**src/rtl/ttcb_pkg.sv**
```systemverilog
// Shared types and constants of the text terminal character buffer.
package ttcb_pkg;

	localparam int unsigned S_DATA_W = 24;
	localparam int unsigned M_DATA_W = 24;

	localparam logic [7:0] CH_NUL       = 8'h00;
	localparam logic [7:0] CH_BACKSPACE = 8'h08;
	localparam logic [7:0] CH_NEWLINE   = 8'h0A;
	localparam logic [7:0] CH_RETURN    = 8'h0D;
	localparam logic [7:0] CH_SPACE     = 8'h20;

	localparam logic KIND_PUT  = 1'b0;
	localparam logic KIND_READ = 1'b1;

	typedef enum logic [3:0] {
		ST_IDLE   = 4'b0001,
		ST_EXEC   = 4'b0010,
		ST_SWEEP  = 4'b0100,
		ST_FINISH = 4'b1000
	} state_t;

	typedef struct packed {
		logic accept;
		logic exec_write;
		logic sweep_write;
		logic rd_issue;
		logic load_out;
	} cmd_t;

	typedef struct packed {
		logic is_read;
		logic need_sweep;
		logic sweep_last;
		logic out_free;
	} sts_t;

endpackage

```
**src/rtl/ttcb_ctrl.sv**
```systemverilog
// Controller state machine of the text terminal character buffer.
module ttcb_ctrl import ttcb_pkg::*; (
	input  logic clk,
	input  logic arst_n,
	input  logic s_tvalid,
	output logic s_tready,
	input  sts_t sts,
	output cmd_t cmd
);

	state_t state_q;
	state_t state_d;

	always_ff @(posedge clk or negedge arst_n) begin
		if (!arst_n) begin
			state_q <= ST_IDLE;
		end else begin
			state_q <= state_d;
		end
	end

	always_comb begin
		state_d  = state_q;
		cmd      = '0;
		s_tready = 1'b0;
		case (state_q)
			ST_IDLE: begin
				s_tready = 1'b1;
				if (s_tvalid) begin
					cmd.accept = 1'b1;
					state_d    = ST_EXEC;
				end
			end
			ST_EXEC: begin
				if (sts.is_read) begin
					cmd.rd_issue = 1'b1;
					state_d      = ST_FINISH;
				end else if (sts.need_sweep) begin
					state_d = ST_SWEEP;
				end else begin
					cmd.exec_write = 1'b1;
					if (sts.out_free) begin
						cmd.load_out = 1'b1;
						state_d      = ST_IDLE;
					end else begin
						state_d = ST_FINISH;
					end
				end
			end
			ST_SWEEP: begin
				cmd.sweep_write = 1'b1;
				if (sts.sweep_last) begin
					state_d = ST_EXEC;
				end
			end
			ST_FINISH: begin
				if (sts.out_free) begin
					cmd.load_out = 1'b1;
					state_d      = ST_IDLE;
				end
			end
			default: begin
				state_d = ST_IDLE;
			end
		endcase
	end

endmodule

```
**config.mk**
```make
export PLATFORM = sky130hd
export DESIGN_NAME = ttcb_ctrl
export DESIGN_NICKNAME = d
export VERILOG_FILES = /design/src/rtl/ttcb_pkg.sv /design/src/rtl/ttcb_ctrl.sv
export SDC_FILE = /design/constraint.sdc
export NUM_CORES = 1
export LEC_CHECK = 0
export BUFFER_PORTS_ARGS = -buffer_cell sky130_fd_sc_hd__buf_2
export CORE_AREA = 2 2 39 41
export DETAILED_ROUTE_END_ITERATION = 10
export DIE_AREA = 0 0 41 43
export PLACE_DENSITY = 0.51
export SLEW_MARGIN = 20
export SYNTH_ARGS = -nofsm -noshare
export SYNTH_HDL_FRONTEND = slang
export SYNTH_SLANG_ARGS = --single-unit
export TNS_END_PERCENT = 20
```
**constraint.sdc**
```tcl
create_clock -name clk -period 1.4 [get_ports clk]
set_input_delay 0 -clock clk [delete_from_list [all_inputs] [get_ports clk]]
set_output_delay 0 -clock clk [all_outputs]
set_load 0.05 [all_outputs]
```
==> reports/metrics.cfg <==
[setup_path]
path_buf_inv = 1
slowest_stage = dfrtp_1
slowest_delay_ns = 0.37
cp_top_family = simple AND/OR/NAND/NOR gates
path_class = flop to output port
worst_ep_arrival_time_ns = 1.41
startpoint_type = flop
crit_fanout = 2
crit_chain = nand2b_1 -> nor3_2 -> a21oi_1 -> nor4b_2 -> buf_4
critPathRequiredTime_ns = 1.40
cp-end-kind = output port

[timing]
slew_headroom_pct = 79.8
final.setup.worst_slack_ns = -0.0132
final.setup.tns_ns = -0.0177
maxSlewViolCount = 0
rsz0062_at_grt = yes
finalHoldViolCount = 0
post-route-period-util_pct = 101
worst_pin_slew_ns = 0.299
fin_crit_ns = 1.41
max_freq_mhz = 708
setup_viol = 2
clock_skew_ns = 0.00150

[floorplanning]
rows = 14
die_w_um = 41
start_util_pct = 25.0
ios = 13
core_mm2 = 0.00138
die_area_mm2 = 0.00176
die_height_um = 43

[run_status]
violations = setup timing
status = finished, violations left

[pwr]
leakage_nw = 0.241
power_density_mw_per_mm2 = 1720
p_total_uw = 928
ir_drop_mv = 0.723

[synth]
synth_area_leaders = dfrtp_1, dfstp_2, nor4_2
netlist.area_leader.share_pct = 21.7
seq_area_frac_synth_pct = 29.2
synth_top_area_cell = dfrtp_1
syn_area_per_cell_um2 = 8.25
yosysWarnings = 0
netlist_area_um2 = 347
synth_seq_cells = 4
syn_inst = 42
synth-edff-count = 0
yosysUniqueCellTypes = 25
synth_nets = 49
ys.flop_type = dfrtp_1
ys_async_sr_fraction_pct = 100

[placed_design]
portBuffers = 12
place_hpwl_um = 622
place_inst = 68
place_ws_ns = 0.0580
place.gp.congestion = 0.719

[finish]
drive_gt1_share_pct = 53.2
register_area_um2 = 104
top_regs = state_q x4
final_cells = 78
syn_to_final_growth_pct = 55.6
multiInputGateArea_um2 = 224
nFillCells = 157
largest_reg_flops = 4
regMostFlops = state_q
diodes = 0
fin_nets = 70
fin_util_pct = 39.0

[clocking]
clk_latency_ns = 0.24
cts-root-buf = clkbuf_4
clkSinkCount = 4
cts_buffers = 3
htreeDepth = 1
clock_path_buffers = 2
path_clk_slew_ns = 0.04
tritoncts = built

[routing]
drtIter0Drc = 10
vias = 383
drtAntennaViolNets = 0
drc = 0
detail_route.wirelength_um = 890
viasPerCell = 4.91
wl_per_cell_um = 11.4
drt_pass1_iterations = 3

[grt]
grt.busiest_layer = met2
antenna_found_initial = 0
grtUsageMet2_pct = 16.9
grt_usage_pct = 13.0
met1_usage_pct = 16.5
grt_pass1_vias = 352
grt_max_degree = 12
grt_first_pass_wirelength_um = 1480
grt_overflow = 0
grt_use_met3_pct = 9.42

[job]
maxCapViolCount = 0

[min_path]
hold_class = input port to flop

## worst reg2reg max path, cell delays in order (launching register included)
cell	delay, ns
dfrtp_2	0.43
buf_4	0.16
nand2b_2	0.19
a311oi_1	0.28
o22ai_1	0.14
## what timing repair did
action / in CTS / in global routing
setup endpoints to repair: 6 / 6
hold endpoints to repair: 5 / 0
pin swaps: 0 / 0
gates resized for setup: 10 / 5
hold buffers: 2 / 0
buffers inserted: 3 / 1
## synthesized netlist by cell type (2+ instances only)
| master | instances |
|---|---|
| inv_1 | 4 |
| nor3_1 | 4 |
| a21oi_1 | 3 |
| dfrtp_1 | 3 |
| nor2_1 | 3 |
| a31oi_1 | 2 |
| buf_2 | 2 |
| nor4_2 | 2 |
| o21ai_0 | 2 |
| o41ai_1 | 2 |
## area by class of cell
type,instances,area share [%]
flip-flops and latches,4,19.3
well taps,16,3.71
clock buffers,4,4.87
repair buffers,19,26.7
multi-input cells,30,41.5
inverters,5,3.94
## metal layers
layer | wire [µm] | up-vias
met5 | 0 | -
met4 | 0 | 0
met3 | 46 | 0
met2 | 438 | 12
met1 | 405 | 181
li1 | - | 190
## cell usage in the layout, fill, tap and decap left out, types with 2 or more instances in the layout
cell type | Yosys | routed
nor3_1 | 4 | 3
inv_1 | 4 | 3
buf_4 | 0 | 9
o21ai_0 | 2 | 2
a31oi_1 | 2 | 2
nor2_1 | 3 | 3
clkbuf_4 | 0 | 3
buf_2 | 2 | 6
dlygate4sd3_1 | 0 | 2
dfrtp_2 | 0 | 2
a21oi_1 | 3 | 3
o41ai_1 | 2 | 2
## kinds of logic after synthesis
logic type             share of synthesized area, %
AO/OA/AOI/OAI                                  21.7
XOR/XNOR                                       2.53
buffers and inverters                          12.3
flip-flops                                     29.2
AND/OR/NAND/NOR                                34.3
## path summary, 6_finish.rpt
kind | from | end | slack, ns | depth (start not counted)
min in group asynchronous | arst_n | state_q[3]$_DFFE_PN0P_ | 0.10 | 2
min reg2reg | state_q[1]$_DFFE_PN0P_ | state_q[1]$_DFFE_PN0P_ | 0.62 | 2
max reg2reg | state_q[1]$_DFFE_PN0P_ | state_q[0]$_DFFE_PN1P_ | 0.12 | 4
min | s_tvalid | state_q[0]$_DFFE_PN1P_ | 0.08 | 3
max | state_q[3]$_DFFE_PN0P_ | cmd[0] | -0.01 | 5
max in group asynchronous | arst_n | state_q[0]$_DFFE_PN1P_ | 1.10 | 2
## power by group
group          internal, mW  switching, mW
clock                 0.107         0.0525
sequential            0.157         0.0508
combinational         0.248          0.312
total                 0.512          0.415
## through the flow
stage	hold slack, ns	area [µm²]
after floorplan	-0.296	363
after global placement	-0.189	429
after detailed placement	-0.191	429
after CTS	0.0686	522
after global routing	0.0883	539
final	0.0832	539
No activity file was read; power rests on OpenSTA's default activity.
